--- src/hdl/dhp6_pkg.sv ---
// Shared types, constants and helpers for the DHCPv6 header and option parser.
// No dependencies; every other file of the block imports this package.
package dhp6_pkg;

    // Fixed message layout constants.
    localparam logic [15:0] FQDN_CODE  = 16'd39;
    localparam logic [15:0] HDR_BYTES  = 16'd4;
    localparam int          QUEUE_DEPTH = 4;
    localparam int          QPTR_W      = $clog2(QUEUE_DEPTH);
    localparam int          TDATA_W     = 112;

    // Parser phase.
    typedef enum logic [1:0] {
        PH_HDR  = 2'd0,
        PH_OPTH = 2'd1,
        PH_DATA = 2'd2,
        PH_SKIP = 2'd3
    } phase_t;

    // Result kind codes.
    typedef enum logic [2:0] {
        KIND_HEADER    = 3'd0,
        KIND_BYTE      = 3'd1,
        KIND_COMPLETE  = 3'd2,
        KIND_DROPPED   = 3'd3,
        KIND_DONE      = 3'd4,
        KIND_TRUNC     = 3'd5,
        KIND_MALFORMED = 3'd6
    } kind_t;

    // One queue entry: the up to three results caused by one input byte.
    typedef struct packed {
        logic [1:0]  count;
        kind_t       kind0;
        kind_t       kind1;
        kind_t       kind2;
        logic [7:0]  msg_type;
        logic [23:0] transaction_id;
        logic [15:0] option_code;
        logic [15:0] option_length;
        logic [7:0]  opt_byte;
        logic [15:0] byte_index;
        logic        is_name_byte;
        logic [15:0] consumed_length;
    } entry_t;

    // Queue status seen by the front and back parts.
    typedef struct packed {
        logic full;
        logic empty;
    } qstat_t;

    // Saturate a grown byte count to 16 bits.
    function automatic logic [15:0] sat16(input logic [17:0] s);
        logic [15:0] r;
        begin
            r = (s > 18'h0FFFF) ? 16'hFFFF : s[15:0];
            return r;
        end
    endfunction

endpackage

--- src/hdl/dhp6_front.sv ---
// Front part of the parser: accepts message bytes, tracks header and option
// state and writes one queue entry per byte that causes results. Uses dhp6_pkg.
module dhp6_front
    import dhp6_pkg::*;
(
    input  logic       clk,
    input  logic       rst_n,
    input  logic       in_valid,
    input  logic [7:0] in_byte,
    input  logic       in_eop,
    input  qstat_t     qstat,
    output logic       in_ready,
    output logic       push,
    output entry_t     push_entry
);

    phase_t      phase_reg,  phase_next;
    logic [1:0]  fcnt_reg,   fcnt_next;
    logic [7:0]  type_reg,   type_next;
    logic [23:0] txn_reg,    txn_next;
    logic [15:0] code_reg,   code_next;
    logic [15:0] len_reg,    len_next;
    logic [15:0] didx_reg,   didx_next;
    logic [15:0] cons_reg,   cons_next;
    logic        finish;
    logic        accept;
    entry_t      e;

    assign in_ready = !qstat.full;
    assign accept   = in_valid && !qstat.full;

    // Parse one byte: next state and the results it causes.
    always_comb
    begin
        phase_next = phase_reg;
        fcnt_next  = fcnt_reg;
        type_next  = type_reg;
        txn_next   = txn_reg;
        code_next  = code_reg;
        len_next   = len_reg;
        didx_next  = didx_reg;
        cons_next  = cons_reg;
        finish     = 1'b0;
        e          = '0;
        e.kind0    = KIND_HEADER;
        e.kind1    = KIND_HEADER;
        e.kind2    = KIND_HEADER;
        case (phase_reg)
            PH_HDR:
            begin
                if (fcnt_reg == 2'd0)
                begin
                    type_next = in_byte;
                end
                else
                begin
                    txn_next = {txn_reg[15:0], in_byte};
                end
                if (fcnt_reg == 2'd3)
                begin
                    fcnt_next = 2'd0;
                    if (type_reg == 8'd0)
                    begin
                        e.count    = 2'd1;
                        e.kind0    = KIND_MALFORMED;
                        phase_next = PH_SKIP;
                        finish     = in_eop;
                    end
                    else
                    begin
                        e.count            = 2'd1;
                        e.kind0            = KIND_HEADER;
                        e.msg_type         = type_reg;
                        e.transaction_id   = txn_next;
                        e.consumed_length  = HDR_BYTES;
                        cons_next          = HDR_BYTES;
                        code_next          = '0;
                        len_next           = '0;
                        phase_next         = PH_OPTH;
                        if (in_eop)
                        begin
                            e.count = 2'd2;
                            e.kind1 = KIND_DONE;
                            finish  = 1'b1;
                        end
                    end
                end
                else
                begin
                    fcnt_next = fcnt_reg + 2'd1;
                    if (in_eop)
                    begin
                        e.count = 2'd1;
                        e.kind0 = KIND_TRUNC;
                        finish  = 1'b1;
                    end
                end
            end
            PH_OPTH:
            begin
                if (fcnt_reg < 2'd2)
                begin
                    code_next = {code_reg[7:0], in_byte};
                end
                else
                begin
                    len_next = {len_reg[7:0], in_byte};
                end
                e.option_code   = code_next;
                e.option_length = len_next;
                if (fcnt_reg == 2'd3)
                begin
                    fcnt_next = 2'd0;
                    if (len_next == 16'd0)
                    begin
                        e.count   = 2'd1;
                        e.kind0   = KIND_COMPLETE;
                        cons_next = sat16({2'b00, cons_reg} + 18'd4);
                        code_next = '0;
                    end
                    else
                    begin
                        phase_next = PH_DATA;
                        didx_next  = '0;
                        if (in_eop)
                        begin
                            e.count = 2'd1;
                            e.kind0 = KIND_DROPPED;
                        end
                    end
                end
                else
                begin
                    fcnt_next = fcnt_reg + 2'd1;
                    if (in_eop)
                    begin
                        // Partial option header: missing low bytes read as zero.
                        if (fcnt_reg == 2'd0)
                        begin
                            e.option_code = {code_next[7:0], 8'h00};
                        end
                        if (fcnt_reg == 2'd2)
                        begin
                            e.option_length = {len_next[7:0], 8'h00};
                        end
                        e.count = 2'd1;
                        e.kind0 = KIND_DROPPED;
                    end
                end
                if (in_eop)
                begin
                    e.consumed_length = cons_next;
                    finish            = 1'b1;
                    if (e.count == 2'd0)
                    begin
                        e.kind0 = KIND_DONE;
                    end
                    else
                    begin
                        e.kind1 = KIND_DONE;
                    end
                    e.count = e.count + 2'd1;
                end
            end
            PH_DATA:
            begin
                e.count          = 2'd1;
                e.kind0          = KIND_BYTE;
                e.option_code    = code_reg;
                e.option_length  = len_reg;
                e.opt_byte       = in_byte;
                e.byte_index     = didx_reg;
                e.is_name_byte   = (code_reg == FQDN_CODE) && (didx_reg != 16'd0);
                if (({1'b0, didx_reg} + 17'd1) >= {1'b0, len_reg})
                begin
                    e.count    = 2'd2;
                    e.kind1    = KIND_COMPLETE;
                    cons_next  = sat16({2'b00, cons_reg} + {2'b00, len_reg} + 18'd4);
                    code_next  = '0;
                    len_next   = '0;
                    didx_next  = '0;
                    phase_next = PH_OPTH;
                end
                else
                begin
                    didx_next = didx_reg + 16'd1;
                    if (in_eop)
                    begin
                        e.count = 2'd2;
                        e.kind1 = KIND_DROPPED;
                    end
                end
                if (in_eop)
                begin
                    e.count           = 2'd3;
                    e.kind2           = KIND_DONE;
                    e.consumed_length = cons_next;
                    finish            = 1'b1;
                end
            end
            default:
            begin
                finish = in_eop;
            end
        endcase
    end

    assign push       = accept && (e.count != 2'd0);
    assign push_entry = e;

    // Parser state; packet end returns everything to its reset value.
    always_ff @(posedge clk or negedge rst_n)
    begin
        if (!rst_n)
        begin
            phase_reg <= PH_HDR;
            fcnt_reg  <= '0;
            type_reg  <= '0;
            txn_reg   <= '0;
            code_reg  <= '0;
            len_reg   <= '0;
            didx_reg  <= '0;
            cons_reg  <= '0;
        end
        else if (accept)
        begin
            if (finish)
            begin
                phase_reg <= PH_HDR;
                fcnt_reg  <= '0;
                type_reg  <= '0;
                txn_reg   <= '0;
                code_reg  <= '0;
                len_reg   <= '0;
                didx_reg  <= '0;
                cons_reg  <= '0;
            end
            else
            begin
                phase_reg <= phase_next;
                fcnt_reg  <= fcnt_next;
                type_reg  <= type_next;
                txn_reg   <= txn_next;
                code_reg  <= code_next;
                len_reg   <= len_next;
                didx_reg  <= didx_next;
                cons_reg  <= cons_next;
            end
        end
    end

endmodule

--- src/hdl/dhp6_queue.sv ---
// Short entry queue between the front and back parts of the parser.
// Register-based, QUEUE_DEPTH entries; uses dhp6_pkg.
module dhp6_queue
    import dhp6_pkg::*;
(
    input  logic   clk,
    input  logic   rst_n,
    input  logic   push,
    input  entry_t push_entry,
    input  logic   pop,
    output entry_t head,
    output qstat_t qstat
);

    entry_t              slot_reg [QUEUE_DEPTH];
    logic [QPTR_W-1:0]   wptr_reg;
    logic [QPTR_W-1:0]   rptr_reg;
    logic [QPTR_W:0]     cnt_reg;
    logic                do_push;
    logic                do_pop;

    assign qstat.full  = (cnt_reg == QUEUE_DEPTH[QPTR_W:0]);
    assign qstat.empty = (cnt_reg == '0);
    assign do_push     = push && !qstat.full;
    assign do_pop      = pop && !qstat.empty;
    assign head        = slot_reg[rptr_reg];

    // Entry storage.
    always_ff @(posedge clk)
    begin
        if (do_push)
        begin
            slot_reg[wptr_reg] <= push_entry;
        end
    end

    // Pointers and fill count.
    always_ff @(posedge clk or negedge rst_n)
    begin
        if (!rst_n)
        begin
            wptr_reg <= '0;
            rptr_reg <= '0;
            cnt_reg  <= '0;
        end
        else
        begin
            if (do_push)
            begin
                wptr_reg <= wptr_reg + 1'b1;
            end
            if (do_pop)
            begin
                rptr_reg <= rptr_reg + 1'b1;
            end
            if (do_push && !do_pop)
            begin
                cnt_reg <= cnt_reg + 1'b1;
            end
            else if (do_pop && !do_push)
            begin
                cnt_reg <= cnt_reg - 1'b1;
            end
        end
    end

endmodule

--- src/hdl/dhp6_back.sv ---
// Back part of the parser: takes queue entries and sends their results one
// transfer at a time on the output stream. Uses dhp6_pkg.
module dhp6_back
    import dhp6_pkg::*;
(
    input  logic               clk,
    input  logic               rst_n,
    input  entry_t             head,
    input  qstat_t             qstat,
    output logic               pop,
    output logic               out_valid,
    input  logic               out_ready,
    output logic [2:0]         out_kind,
    output logic [TDATA_W-1:0] out_data,
    output logic               out_last
);

    entry_t     cur_reg;
    logic       valid_reg;
    logic [1:0] sel_reg;
    kind_t      kind;
    logic       is_last;
    logic       xfer;
    logic       hdr_k;
    logic       opt_k;
    logic       byte_k;
    logic       done_k;

    // Pick the result of the held entry.
    always_comb
    begin
        case (sel_reg)
            2'd0:    kind = cur_reg.kind0;
            2'd1:    kind = cur_reg.kind1;
            2'd2:    kind = cur_reg.kind2;
            default: kind = cur_reg.kind0;
        endcase
    end

    assign is_last = (sel_reg == (cur_reg.count - 2'd1));
    assign xfer    = valid_reg && out_ready;
    assign pop     = (!valid_reg || (xfer && is_last)) && !qstat.empty;

    // Fields not belonging to the current kind read as zero.
    assign hdr_k  = (kind == KIND_HEADER);
    assign byte_k = (kind == KIND_BYTE);
    assign opt_k  = byte_k || (kind == KIND_COMPLETE) || (kind == KIND_DROPPED);
    assign done_k = (kind == KIND_DONE);

    assign out_valid = valid_reg;
    assign out_kind  = kind;
    assign out_last  = is_last;
    assign out_data  = {
        7'd0,
        done_k ? cur_reg.consumed_length : 16'd0,
        byte_k & cur_reg.is_name_byte,
        byte_k ? cur_reg.byte_index : 16'd0,
        byte_k ? cur_reg.opt_byte : 8'd0,
        opt_k  ? cur_reg.option_length : 16'd0,
        opt_k  ? cur_reg.option_code : 16'd0,
        hdr_k  ? cur_reg.transaction_id : 24'd0,
        hdr_k  ? cur_reg.msg_type : 8'd0
    };

    // Entry payload register.
    always_ff @(posedge clk)
    begin
        if (pop)
        begin
            cur_reg <= head;
        end
    end

    // Output valid and result selector.
    always_ff @(posedge clk or negedge rst_n)
    begin
        if (!rst_n)
        begin
            valid_reg <= 1'b0;
            sel_reg   <= '0;
        end
        else if (pop)
        begin
            valid_reg <= 1'b1;
            sel_reg   <= '0;
        end
        else if (xfer && is_last)
        begin
            valid_reg <= 1'b0;
            sel_reg   <= '0;
        end
        else if (xfer)
        begin
            sel_reg <= sel_reg + 2'd1;
        end
    end

endmodule

--- src/hdl/dhcpv6_header_option_parser.sv ---
// DHCPv6 header and option parser, one message byte per input transfer.
// With the queue empty, a byte's entry is registered in the queue, then in the output register.
// Throughput: one byte per cycle while the queue is not full; each byte yields up to three
// output transfers, one per cycle while m_tready is high; a four-entry queue absorbs those bursts.
// Reset (rst_n low, asynchronous) returns the parser to the header phase and
// empties the queue and the output register.
module dhcpv6_header_option_parser
    import dhp6_pkg::*;
(
    input  logic               clk,
    input  logic               rst_n,
    input  logic               s_tvalid,
    output logic               s_tready,
    input  logic [7:0]         s_tdata,   // [7:0] data_byte
    input  logic               s_tlast,   // end_of_packet
    output logic               m_tvalid,
    input  logic               m_tready,
    // [7:0] msg_type, [31:8] transaction_id, [47:32] option_code,
    // [63:48] option_length, [71:64] option_byte, [87:72] byte_index,
    // [88] is_name_byte, [104:89] consumed_length, [111:105] zero
    output logic [TDATA_W-1:0] m_tdata,
    output logic [2:0]         m_tuser,   // [2:0] kind
    output logic               m_tlast    // last
);

    qstat_t qstat;
    logic   push;
    logic   pop;
    entry_t push_entry;
    entry_t head;

    dhp6_front u_front (
        .clk        (clk),
        .rst_n      (rst_n),
        .in_valid   (s_tvalid),
        .in_byte    (s_tdata),
        .in_eop     (s_tlast),
        .qstat      (qstat),
        .in_ready   (s_tready),
        .push       (push),
        .push_entry (push_entry)
    );

    dhp6_queue u_queue (
        .clk        (clk),
        .rst_n      (rst_n),
        .push       (push),
        .push_entry (push_entry),
        .pop        (pop),
        .head       (head),
        .qstat      (qstat)
    );

    dhp6_back u_back (
        .clk       (clk),
        .rst_n     (rst_n),
        .head      (head),
        .qstat     (qstat),
        .pop       (pop),
        .out_valid (m_tvalid),
        .out_ready (m_tready),
        .out_kind  (m_tuser),
        .out_data  (m_tdata),
        .out_last  (m_tlast)
    );

endmodule

--- config.mk ---
export PLATFORM = sky130hd
export DESIGN_NAME = dhcpv6_header_option_parser
export DESIGN_NICKNAME = d
export VERILOG_FILES = /design/src/hdl/dhp6_pkg.sv /design/src/hdl/dhp6_front.sv /design/src/hdl/dhp6_queue.sv /design/src/hdl/dhp6_back.sv /design/src/hdl/dhcpv6_header_option_parser.sv
export SDC_FILE = /design/constraint.sdc
export NUM_CORES = 1
export LEC_CHECK = 0
export BUFFER_PORTS_ARGS = -buffer_cell sky130_fd_sc_hd__buf_2
export CAP_MARGIN = 10
export CORE_MARGIN = 3
export CORE_UTILIZATION = 40
export CTS_BUF_LIST = sky130_fd_sc_hd__clkbuf_4 sky130_fd_sc_hd__clkbuf_8
export DETAILED_ROUTE_END_ITERATION = 8
export PLACE_DENSITY = 0.67
export SYNTH_ARGS = -nofsm -noshare
export SYNTH_HDL_FRONTEND = slang
export SYNTH_SLANG_ARGS = --single-unit
--- constraint.sdc ---
create_clock -name clk -period 11.6 [get_ports clk]
set_input_delay 1.16 -clock clk [delete_from_list [all_inputs] [get_ports clk]]
set_output_delay 1.16 -clock clk [all_outputs]
set_load 0.005 [all_outputs]
==> results.toml, run 1 <==
[floorplanning]
die-area_um2 = 78000
io_pins = 131
chipWidth_um = 279
coreArea_um2 = 73500
std_cell_rows = 99
floorplan.initialDensity = 0.407
die_h_um = 279

[logic_synthesis]
number_of_flops_mapped_to_enable_cells_by_yosys = 570
post_synth_instance_area_um2 = 29900
ys_async_sr_fraction = 0.162
synth.yosys.seq_area_share = 0.665
syn_avg_cell_area_um2 = 15.1
synth_cell_types = 79
postSynthRegisterBits = 680
yosys_warnings = 0
synthCells = 1975
primary_flip_flop_cell_chosen_by_synthesis_mapping = "sky130_fd_sc_hd__edfxtp_1"

[clocking]
clkLatencyLatePin_ps = 720
cts-buffers-inserted = 108
post_cts_hold_buffer_count = 0
path_clk_slew_ps = 60
cts_tree = "built"
cts_buffer_depth = 3
ctsHtreeMaxLevel = 3
post-cts-setup-buffers = 0
clock_tree.root_cell = "sky130_fd_sc_hd__clkbuf_8"
post_cts.resized_instances = 0
clkSinkCount = 680

[global_route]
grt_start_max_net_pins = 75
grt_overflow = 0
grtUsageTotal = 0.172
global_route_wire_length_before_repair_mm = 104
vias_in_the_first_global_route = 17468
antenna_found_initial = 11

[place]
hpwl_mm = 43.9
globalplace.congestion = 0.876
place.detailed.instances = 2962
port_buffers = 123

[drt]
route.detailed.wl_per_inst_um = 21.1
drt_first_iter_violations = 1457
finalWirelength_mm = 66.7
detail_route.first_pass.iterations = 6
detail_route.drc_violations = 0
antenna_violating_nets_post_route = 0
vias = 17441
route.detailed.vias_per_inst = 5.51

[final_layout]
drive_above_1_share = 0.218
largest_reg_flops = 456
layout.cells.non_filler = 3168
mostFrequentLayoutCells = "570 x sky130_fd_sc_hd__edfxtp_1, 135 x sky130_fd_sc_hd__and2_1, 122 x sky130_fd_sc_hd__buf_2, 114 x sky130_fd_sc_hd__mux4_2, 110 x sky130_fd_sc_hd__nand2_1"
fill_cells = 6357
finish.net_count = 2182
area_delta_synth_final_pct = 12.8
most_common_library_cell_in_the_layout_ignoring_fill_and_taps = "sky130_fd_sc_hd__edfxtp_1"

[timing]
fin_crit_sh = 0.485
hold_violations = 0
final_period_minus_worst_setup_slack_ps = 5630
tightestPinTransition_ps = 1150
timing.clock.skew_ps = 40.2
achievable-frequency_mhz = 178
worst_slew_margin_rel = 0.231
setup_repair_after_global_routing_missed_its_margin = "false"
setup_viol = 0
timing_max_transition_violations_final = 0
finalSetupTns_ps = 0

[pwr]
pwr-share-comb = 0.292
leak_nw = 12.3
share_clk_of_total_power = 0.261
ir_worst_vdd_mv = 0.155
p_seq_frac = 0.447
cellPowerDensity_nw_per_um2 = 236
power.switching_mw = 2.53
p_int_mw = 5.43
power.switching_fraction = 0.318

[flow_run]
drv.max_cap_violation_count = 0

[min_path]
holdCritPathClass = "input pin to asynchronous set/reset pin"

[worst_setup_path]
type_of_the_worst_setup_path = "flip-flop to flip-flop"
critPathArrivalTime_ps = 5960
end_kind = "flip-flop"
cp_max_fo = 73
timing.critical_path.required_ps = 11930
worstSetupStartpointType = "flip-flop"

[outcome]
status = "finished, final reports clean"
==> cells by family after synthesis <==
family          count (synthesis)  share of synthesized area
compound gates                359                     0.0845
xor+xnor                       48                     0.0141
fa+ha+maj                      56                     0.0240
buf+inv                       181                     0.0240
flops                         680                      0.665
mux                           153                     0.0992
other cells                     1                   0.000126
simple gates                  497                     0.0888
==> cells in the mapped netlist, drive strengths merged (7+ instances only) <==
library cell  instances  area share
or2                   8      0.0017
nor3                 26      0.0050
nor3b                10      0.0027
dfrtp               110       0.092
o31ai                14      0.0035
nand3                29      0.0049
a21o                  8      0.0020
nand2               110       0.014
edfxtp              570        0.57
nor4                 12      0.0029
o221ai               13      0.0040
clkbuf               98       0.012
inv                  55      0.0069
o21ai                81       0.014
nand4                10      0.0021
a22oi                28      0.0070
mux4                114       0.086
nor2                 89       0.011
mux2i                36       0.012
and2                139       0.029
xor2                 16      0.0047
a21oi                57      0.0096
a211oi               14      0.0039
and3                 26      0.0054
ha                   54       0.023
buf                  27      0.0047
xnor2                32      0.0094
o211ai               13      0.0034
nand2b                7      0.0015
a22o                 69       0.020
a31oi                 8      0.0017
==> per-stage QoR <==
stage	setup slack, ps	power (mW)	area (um^2)	util	hold WS [ps]
global placement	5510	5.96	31400	0.428	479
global route	5430	8.44	33700	0.459	503
floorplan	3190	5.17	29900	-	464
CTS	5950	8.11	33700	0.458	471
finish	5970	7.96	33700	0.459	494
detailed placement	5420	6.01	31400	0.428	498
==> cell type report <==
type                       count  area [um^2]  area share
multi-input combinational   1120         9340       0.277
tap                          959         1200      0.0356
sequential                   680        19900       0.590
timing repair buffer         147          798      0.0237
inverter                      56          210     0.00624
antenna                        7         17.5    0.000520
clock buffer                 150         1810      0.0537
clock inverter                49          440      0.0131
==> layer usage <==
metal | global-route usage | vias up | part of all wire
met5 | 0 | - | 0.00079
met4 | 0.0508 | 6 | 0.020
met3 | 0.0334 | 105 | 0.052
met2 | 0.288 | 476 | 0.50
met1 | 0.229 | 8900 | 0.43
li1 | - | 7954 | -
==> power by group through the flow <==
stage / Combinational, mW / Clock, mW / Sequential [mW]
3_3_place_gp: 2.37 / 0 / 3.59
6_report: 2.33 / 2.08 / 3.56
3_5_place_dp: 2.40 / 0 / 3.61
5_1_grt: 2.58 / 2.25 / 3.61
2_1_floorplan: 1.67 / 0 / 3.50
4_1_cts: 2.41 / 2.14 / 3.56
==> worst paths after layout <==
check	from	end	slack, ps	cells past startpoint
min in group clk	u_front.txn_reg[21]	u_front.txn_reg[21]	510	2
worst min-delay path	rst_n	u_front.didx_reg[9]	490	1
worst min register to register	u_front.txn_reg[21]	u_front.txn_reg[21]	510	2
max in group asynchronous	rst_n	u_queue.rptr_reg[0]	9630	2
worst max register to register	u_front.fcnt_reg[1]	u_queue.slot_reg[3][20]	5970	14
worst max-delay path	u_front.fcnt_reg[1]	u_queue.slot_reg[3][20]	5970	14
==> critical path: stages (launching register included) <==
cell	delay, ps
sky130_fd_sc_hd__dfrtp_1	730
sky130_fd_sc_hd__buf_4	340
sky130_fd_sc_hd__nand2_1	100
sky130_fd_sc_hd__o21ai_0	180
sky130_fd_sc_hd__or4_1	210
sky130_fd_sc_hd__nor3_2	40
sky130_fd_sc_hd__buf_4	210
sky130_fd_sc_hd__or2_2	320
sky130_fd_sc_hd__ha_1	290
sky130_fd_sc_hd__a21oi_1	60
sky130_fd_sc_hd__nand2_1	70
sky130_fd_sc_hd__inv_1	50
sky130_fd_sc_hd__a311oi_1	820
sky130_fd_sc_hd__and2_4	1050
sky130_fd_sc_hd__buf_4	660
Note: power is estimated with default switching activity, not from simulation.
==> run 2, diff against run 1 <==
ABC_AREA = 1   (was default)
clock period = 5.37 ns   (was 11.6 ns; I/O delays follow)
==> results.toml, run 2 <==
[timing]
timing.clock.skew_ps = 52.9
fin_crit_sh = 0.833
hold_violations = 0
whs_ps = 158
tightestPinTransition_ps = 1050
final_period_minus_worst_setup_slack_ps = 4470
timing_max_transition_violations_final = 0
worst_slew_margin_rel = 0.301
setup_repair_after_global_routing_missed_its_margin = "false"
setup_slack_ps = 898
setup_viol = 0
achievable-frequency_mhz = 224

[place]
place_ws_ps = 981
globalplace.congestion = 0.918
hpwl_mm = 47.7
detailed_place.area_um2 = 32700
port_buffers = 123

[final_layout]
finish.net_count = 3160
mostFrequentLayoutCells = "570 x sky130_fd_sc_hd__edfxtp_1, 441 x sky130_fd_sc_hd__nor2_1, 407 x sky130_fd_sc_hd__nand2_1, 366 x sky130_fd_sc_hd__inv_1, 361 x sky130_fd_sc_hd__o21ai_0"
area_delta_synth_final_pct = 12.2
fill_cells = 7041
finish.instance_area_um2 = 34700
most_common_library_cell_in_the_layout_ignoring_fill_and_taps = "sky130_fd_sc_hd__edfxtp_1"
drive_above_1_share = 0.125
largest_reg_flops = 456

[logic_synthesis]
ys_top_cells_by_area = "sky130_fd_sc_hd__edfxtp_1 55%, sky130_fd_sc_hd__dfrtp_1 8.9%, sky130_fd_sc_hd__o21ai_0 5.9%"
number_of_flops_mapped_to_enable_cells_by_yosys = 570
syn_avg_cell_area_um2 = 10.4
postSynthRegisterBits = 680
post_synth_instance_area_um2 = 30900
primary_flip_flop_cell_chosen_by_synthesis_mapping = "sky130_fd_sc_hd__edfxtp_1"
synth_cell_types = 54
ys_async_sr_fraction = 0.162
leading_cell_types_by_count_after_synthesis = "570 x sky130_fd_sc_hd__edfxtp_1, 446 x sky130_fd_sc_hd__nor2_1, 407 x sky130_fd_sc_hd__nand2_1, 368 x sky130_fd_sc_hd__inv_1, 362 x sky130_fd_sc_hd__o21ai_0"
synth.yosys.seq_area_share = 0.642
synthCells = 2972
synth_largest_area_cell = "sky130_fd_sc_hd__edfxtp_1"
count_leader_synth = "sky130_fd_sc_hd__edfxtp_1"
yosys_warnings = 0
yosys.area.top_type_share = 0.553

[clocking]
clkLatencyLatePin_ps = 710
cts_buffer_depth = 3
path_clk_slew_ps = 60
clock_tree.root_cell = "sky130_fd_sc_hd__clkbuf_8"
cts_tree = "built"
ctsHtreeMaxLevel = 3
clkSinkCount = 680
cts-buffers-inserted = 99
post_cts.resized_instances = 0

[floorplanning]
die_h_um = 284
std_cell_rows = 101
chipWidth_um = 284
floorplan.initialDensity = 0.405
coreArea_um2 = 76300
io_pins = 131
die-area_um2 = 80700

[worst_setup_path]
end_kind = "flip-flop"
worstSetupStartpointType = "flip-flop"
critPathMaxStageDelay_ps = 510
path_delay_family = "simple AND/OR/NAND/NOR gates"
worst-path-buf-inv = 5
type_of_the_worst_setup_path = "flip-flop to flip-flop"
timing.critical_path.depth = 23
critPathArrivalTime_ps = 4790
cp_max_fo = 42
timing.critical_path.required_ps = 5690
timing.critical_path.mode_cell = "sky130_fd_sc_hd__nand2_1"
cp_slowest_cell = "sky130_fd_sc_hd__buf_4"
critical_path.cell_chain = "nand3_1, nor3_1, nand2_1, nor4_1, nand4_1, nor3_1, xor2_1, inv_1, ha_1, nand2_1, nor4_1, nand3_1, nand3_2, inv_2, nand2_1, nand2_1, inv_1, nor2_1, nand2_1, nand2_1, buf_4, nor2_4, buf_4"
worst_r2r_path_depth = 23

[drt]
detail_route.drc_violations = 0
route.detailed.vias_per_inst = 5.15
antenna_violating_nets_post_route = 0
route.detailed.wl_per_inst_um = 17.8
vias = 21685
drt_first_iter_violations = 1843
detail_route.first_pass.iterations = 6
finalWirelength_mm = 74.9

[pwr]
leak_nw = 14.1
cellPowerDensity_nw_per_um2 = 526
ir_worst_vdd_mv = 0.442
power.total_mw = 18.2

[global_route]
vias_in_the_first_global_route = 20509
global_route_wire_length_before_repair_mm = 117
antenna_found_initial = 3
grt_start_max_net_pins = 189
grtUsageTotal = 0.182
grt_overflow = 0

[flow_run]
drv.max_cap_violation_count = 0

[min_path]
worst_hold_path.num_cells = 3
holdCritPathClass = "input pin to flip-flop"

[outcome]
status = "finished, final reports clean"
==> run 2: cell types whose count changed after synthesis, moves of 22 or more <==
cell and delta:
sky130_fd_sc_hd__o22ai_1 +126, sky130_fd_sc_hd__and3_1 -26, sky130_fd_sc_hd__inv_1 +313, sky130_fd_sc_hd__and2_1 -136, sky130_fd_sc_hd__nor2_1 +357, sky130_fd_sc_hd__mux4_2 -114
sky130_fd_sc_hd__xnor2_1 -25, sky130_fd_sc_hd__clkbuf_1 +22, sky130_fd_sc_hd__nand3_1 +71, sky130_fd_sc_hd__mux2i_1 -34, sky130_fd_sc_hd__o21ai_0 +284, sky130_fd_sc_hd__a22oi_1 -26
sky130_fd_sc_hd__nand2_1 +297, sky130_fd_sc_hd__a22o_1 -69
==> run 2: layout make-up <==
cell class | count | area, um^2 | area share
diodes | 3 | 7.51 | 0.000216
inverters | 373 | 1410 | 0.0405
clock buffers | 131 | 1620 | 0.0467
flip-flops and latches | 680 | 19900 | 0.573
well taps | 1030 | 1290 | 0.0371
multi-input cells | 1775 | 9100 | 0.262
clock inverters | 54 | 383 | 0.0110
repair buffers | 162 | 1010 | 0.0292
==> run 2: repair_timing <==
action / CTS / global route
hold endpoints to repair: 36 / 0
endpoints found under the setup margin: 0 / 0
hold buffers: 1 / 0
buffers inserted: 0 / 0
==> run 2: through the flow <==
stage          std cells  utilization  setup TNS [ps]
2_1_floorplan       2978            -         -409080
3_3_place_gp        4019        0.428               0
3_5_place_dp        4019        0.428               0
4_1_cts             4205        0.455               0
5_1_grt             4208        0.455               0
6_report            4208        0.455               0
==> run 2: worst paths after layout <==
kind | endpoint | slack, ps | start
worst max register to register | u_queue.slot_reg[1][4] | 900 | u_front.didx_reg[2]
worst max-delay path | u_queue.slot_reg[1][4] | 900 | u_front.didx_reg[2]
max in group asynchronous | u_front.fcnt_reg[1] | 3980 | rst_n
worst min register to register | u_front.txn_reg[8] | 480 | u_front.txn_reg[8]
min in group asynchronous | u_front.didx_reg[9] | 410 | rst_n
worst min-delay path | u_front.type_reg[7] | 160 | s_tdata[7]
==> run 2: cell families after synthesis <==
group,share of synthesized area
muxes,0.00101
DFF,0.642
adders and majority gates,0.0231
other,0.000121
and+or+nand+nor,0.141
xor gates and xnor gates,0.00821
AOI/OAI and AO/OA,0.118
buffers and inverters,0.0665
==> run 2: routing by layer <==
layer / track usage / routed length (um) / part of all wire / vias to the layer above
li1: - / - / - / 10453
met1: 0.240 / 32600 / 0.43 / 10424
met2: 0.303 / 35700 / 0.48 / 688
met3: 0.0288 / 4510 / 0.060 / 120
met4: 0.0662 / 2080 / 0.028 / 0
met5: 0 / 0 / 0 / -
==> run 2: power by group <==
part           switching, mW  internal [mW]
combinational           4.42           1.90
clock                   1.97           2.18
sequential             0.521           7.25
==> run 2: tightest hold or removal path, cell delays in order <==
cell                      delay (ps)
sky130_fd_sc_hd__buf_2           140
sky130_fd_sc_hd__nand3_1          80
sky130_fd_sc_hd__o21ai_0          70
==> run 3, diff against run 2 <==
PLACE_DENSITY = 0.69   (was 0.67)
clock period = 3.8 ns   (was 5.37 ns; I/O delays follow)
==> results.toml, run 3 (synthesis results as in run 2) <==
[global_route]
grtUsageTotal = 0.187
antenna_found_initial = 1
vias_in_the_first_global_route = 21532
grt_start_max_net_pins = 159
global_route_wire_length_before_repair_mm = 121
grt_overflow = 0

[timing]
achievable-frequency_mhz = 248
timing.clock.skew_ps = 38.7
setup_slack_ps = -231
final_period_minus_worst_setup_slack_ps = 4030
finalSetupTns_ps = -46610
tightestPinTransition_ps = 952
fin_crit_sh = 1.06
worst_slew_margin_rel = 0.363
setup_viol = 455
hold_violations = 0
timing_max_transition_violations_final = 0
setup_repair_after_global_routing_missed_its_margin = "true"

[final_layout]
area_delta_synth_final_pct = 18.8
most_common_library_cell_in_the_layout_ignoring_fill_and_taps = "sky130_fd_sc_hd__edfxtp_1"
fin_util = 0.482
largest_reg_flops = 456
drive_above_1_share = 0.171
layout.cells.non_filler = 4353
mostFrequentLayoutCells = "570 x sky130_fd_sc_hd__edfxtp_1, 439 x sky130_fd_sc_hd__nor2_1, 404 x sky130_fd_sc_hd__nand2_1, 362 x sky130_fd_sc_hd__inv_1, 360 x sky130_fd_sc_hd__o21ai_0"
finish.net_count = 3303

[outcome]
status = "complete, but fails checks"
failed_checks = "setup timing"

[drt]
route.detailed.vias_per_inst = 5.20
detail_route.first_pass.iterations = 6
antenna_violating_nets_post_route = 0
detail_route.drc_violations = 0
vias = 22636
route.detailed.wl_per_inst_um = 18.3
finalWirelength_mm = 79.9
drt_first_iter_violations = 2237

[place]
place.detailed.instances = 4106
hpwl_mm = 50.4
globalplace.congestion = 0.911
port_buffers = 123

[worst_setup_path]
timing.critical_path.required_ps = 4180
critical_path.cell_chain = "inv_2, nor3_4, nand2_2, nor4_4, nand4_1, nor2_1, xor2_1, inv_1, ha_4, nand2_1, nor4_2, nand3_1, nand3_2, inv_2, nand2_1, nand2_1, inv_2, nor2_4, nand2_2, nand2_4, buf_6, nor2_4, buf_4, buf_12"
worstSetupStartpointType = "flip-flop"
critPathArrivalTime_ps = 4410
path_delay_family = "simple AND/OR/NAND/NOR gates"
cp_slowest_cell = "sky130_fd_sc_hd__dfrtp_1"
end_kind = "flip-flop"
type_of_the_worst_setup_path = "flip-flop to flip-flop"
critPathMaxStageDelay_ps = 390
worst-path-buf-inv = 7
cp_max_fo = 22

[clocking]
cts-buffers-inserted = 102
path_clk_slew_ps = 70
cts_buffer_depth = 3
clkSinkCount = 680
clock_tree.root_cell = "sky130_fd_sc_hd__clkbuf_8"
ctsHtreeMaxLevel = 3
clkLatencyLatePin_ps = 710
cts_tree = "built"

[floorplanning]
die_h_um = 284
floorplan.initialDensity = 0.405
die-area_um2 = 80700
chipWidth_um = 284
std_cell_rows = 101
io_pins = 131
coreArea_um2 = 76300

[flow_run]
drv.max_cap_violation_count = 0

[pwr]
cellPowerDensity_nw_per_um2 = 746
power.total_mw = 27.4
ir_worst_vdd_mv = 0.600
leak_nw = 15.1

[min_path]
holdCritPathClass = "input pin to flip-flop"
-- run 3: cell types whose count changed in the layout (fill, tap and decap cells not counted), sizes merged --
cell | before | now
buf | 161 | 282
bufinv | 4 | 8
clkbuf | 131 | 147
clkinv | 47 | 45
clkinvlp | 2 | 3
diode | 3 | 1
dlygate4sd3 | 1 | 6
inv | 374 | 376
-- run 3: power breakdown --
part | internal (mW) | leakage [nW] | switching, mW
clock network | 3.47 | 1.16 | 2.89
registers | 10.2 | 6.80 | 0.615
logic | 3.44 | 7.18 | 6.77
total | 17.1 | 15.1 | 10.3
-- run 3: per-stage QoR --
| stage | cell area [um^2] | setup WS (ps) | hold slack, ps |
|---|---|---|---|
| finish | 36800 | -231 | 87.2 |
| global route | 36800 | -485 | 59.4 |
| CTS | 36000 | -9.18 | 1.78 |
| detailed placement | 33600 | -220 | 448 |
| global placement | 33600 | -205 | 451 |
| floorplan | 31000 | -1040 | 84.4 |
-- run 3: repair_timing --
action | 4_1_cts | 5_1_grt
endpoints found under the hold margin | 50 | 0
pin swaps | 6 | 12
gates cloned | 0 | 21
resized for setup | 16 | 31
hold buffers | 6 | 0
endpoints found under the setup margin | 321 | 562
buffers inserted | 10 | 17
-- run 3: cell type report --
| type | instances | area, um^2 |
|---|---|---|
| Sequential cell | 680 | 19900 |
| Fill cell | 6857 | 39600 |
| Timing Repair Buffer | 302 | 2710 |
| Clock inverter | 59 | 523 |
| Multi-Input combinational cell | 1775 | 9280 |
| Clock buffer | 133 | 1670 |
| Antenna cell | 1 | 2.50 |
| Tap cell | 1030 | 1290 |
| Inverter | 373 | 1410 |
-- run 3: worst min-delay path, stage by stage --
cell and delay (ps):
sky130_fd_sc_hd__buf_2 170, sky130_fd_sc_hd__nand3_1 100, sky130_fd_sc_hd__o21ai_0 90
-- run 3: final timing paths --
kind	startpoint	to	slack (ps)	cells past startpoint
setup / recovery	u_front.didx_reg[4]	u_queue.slot_reg[1][72]	-230	24
hold / removal	s_tdata[3]	u_front.type_reg[3]	90	3
setup reg to reg	u_front.didx_reg[4]	u_queue.slot_reg[1][72]	-230	24
hold reg to reg	u_front.txn_reg[8]	u_front.txn_reg[8]	480	2
max in group asynchronous	rst_n	u_front.didx_reg[14]	2590	3
min in group asynchronous	rst_n	u_back.sel_reg[0]	260	2
-- run 3: routing by layer --
metal / track usage / vias up / wire [um] / share of wire
met1: 0.252 / 10934 / 34100 / 0.43
met5: 0 / - / 0 / 0
met2: 0.304 / 803 / 38000 / 0.48
met3: 0.0336 / 142 / 5620 / 0.070
li1: - / 10757 / - / -
met4: 0.0653 / 0 / 2160 / 0.027
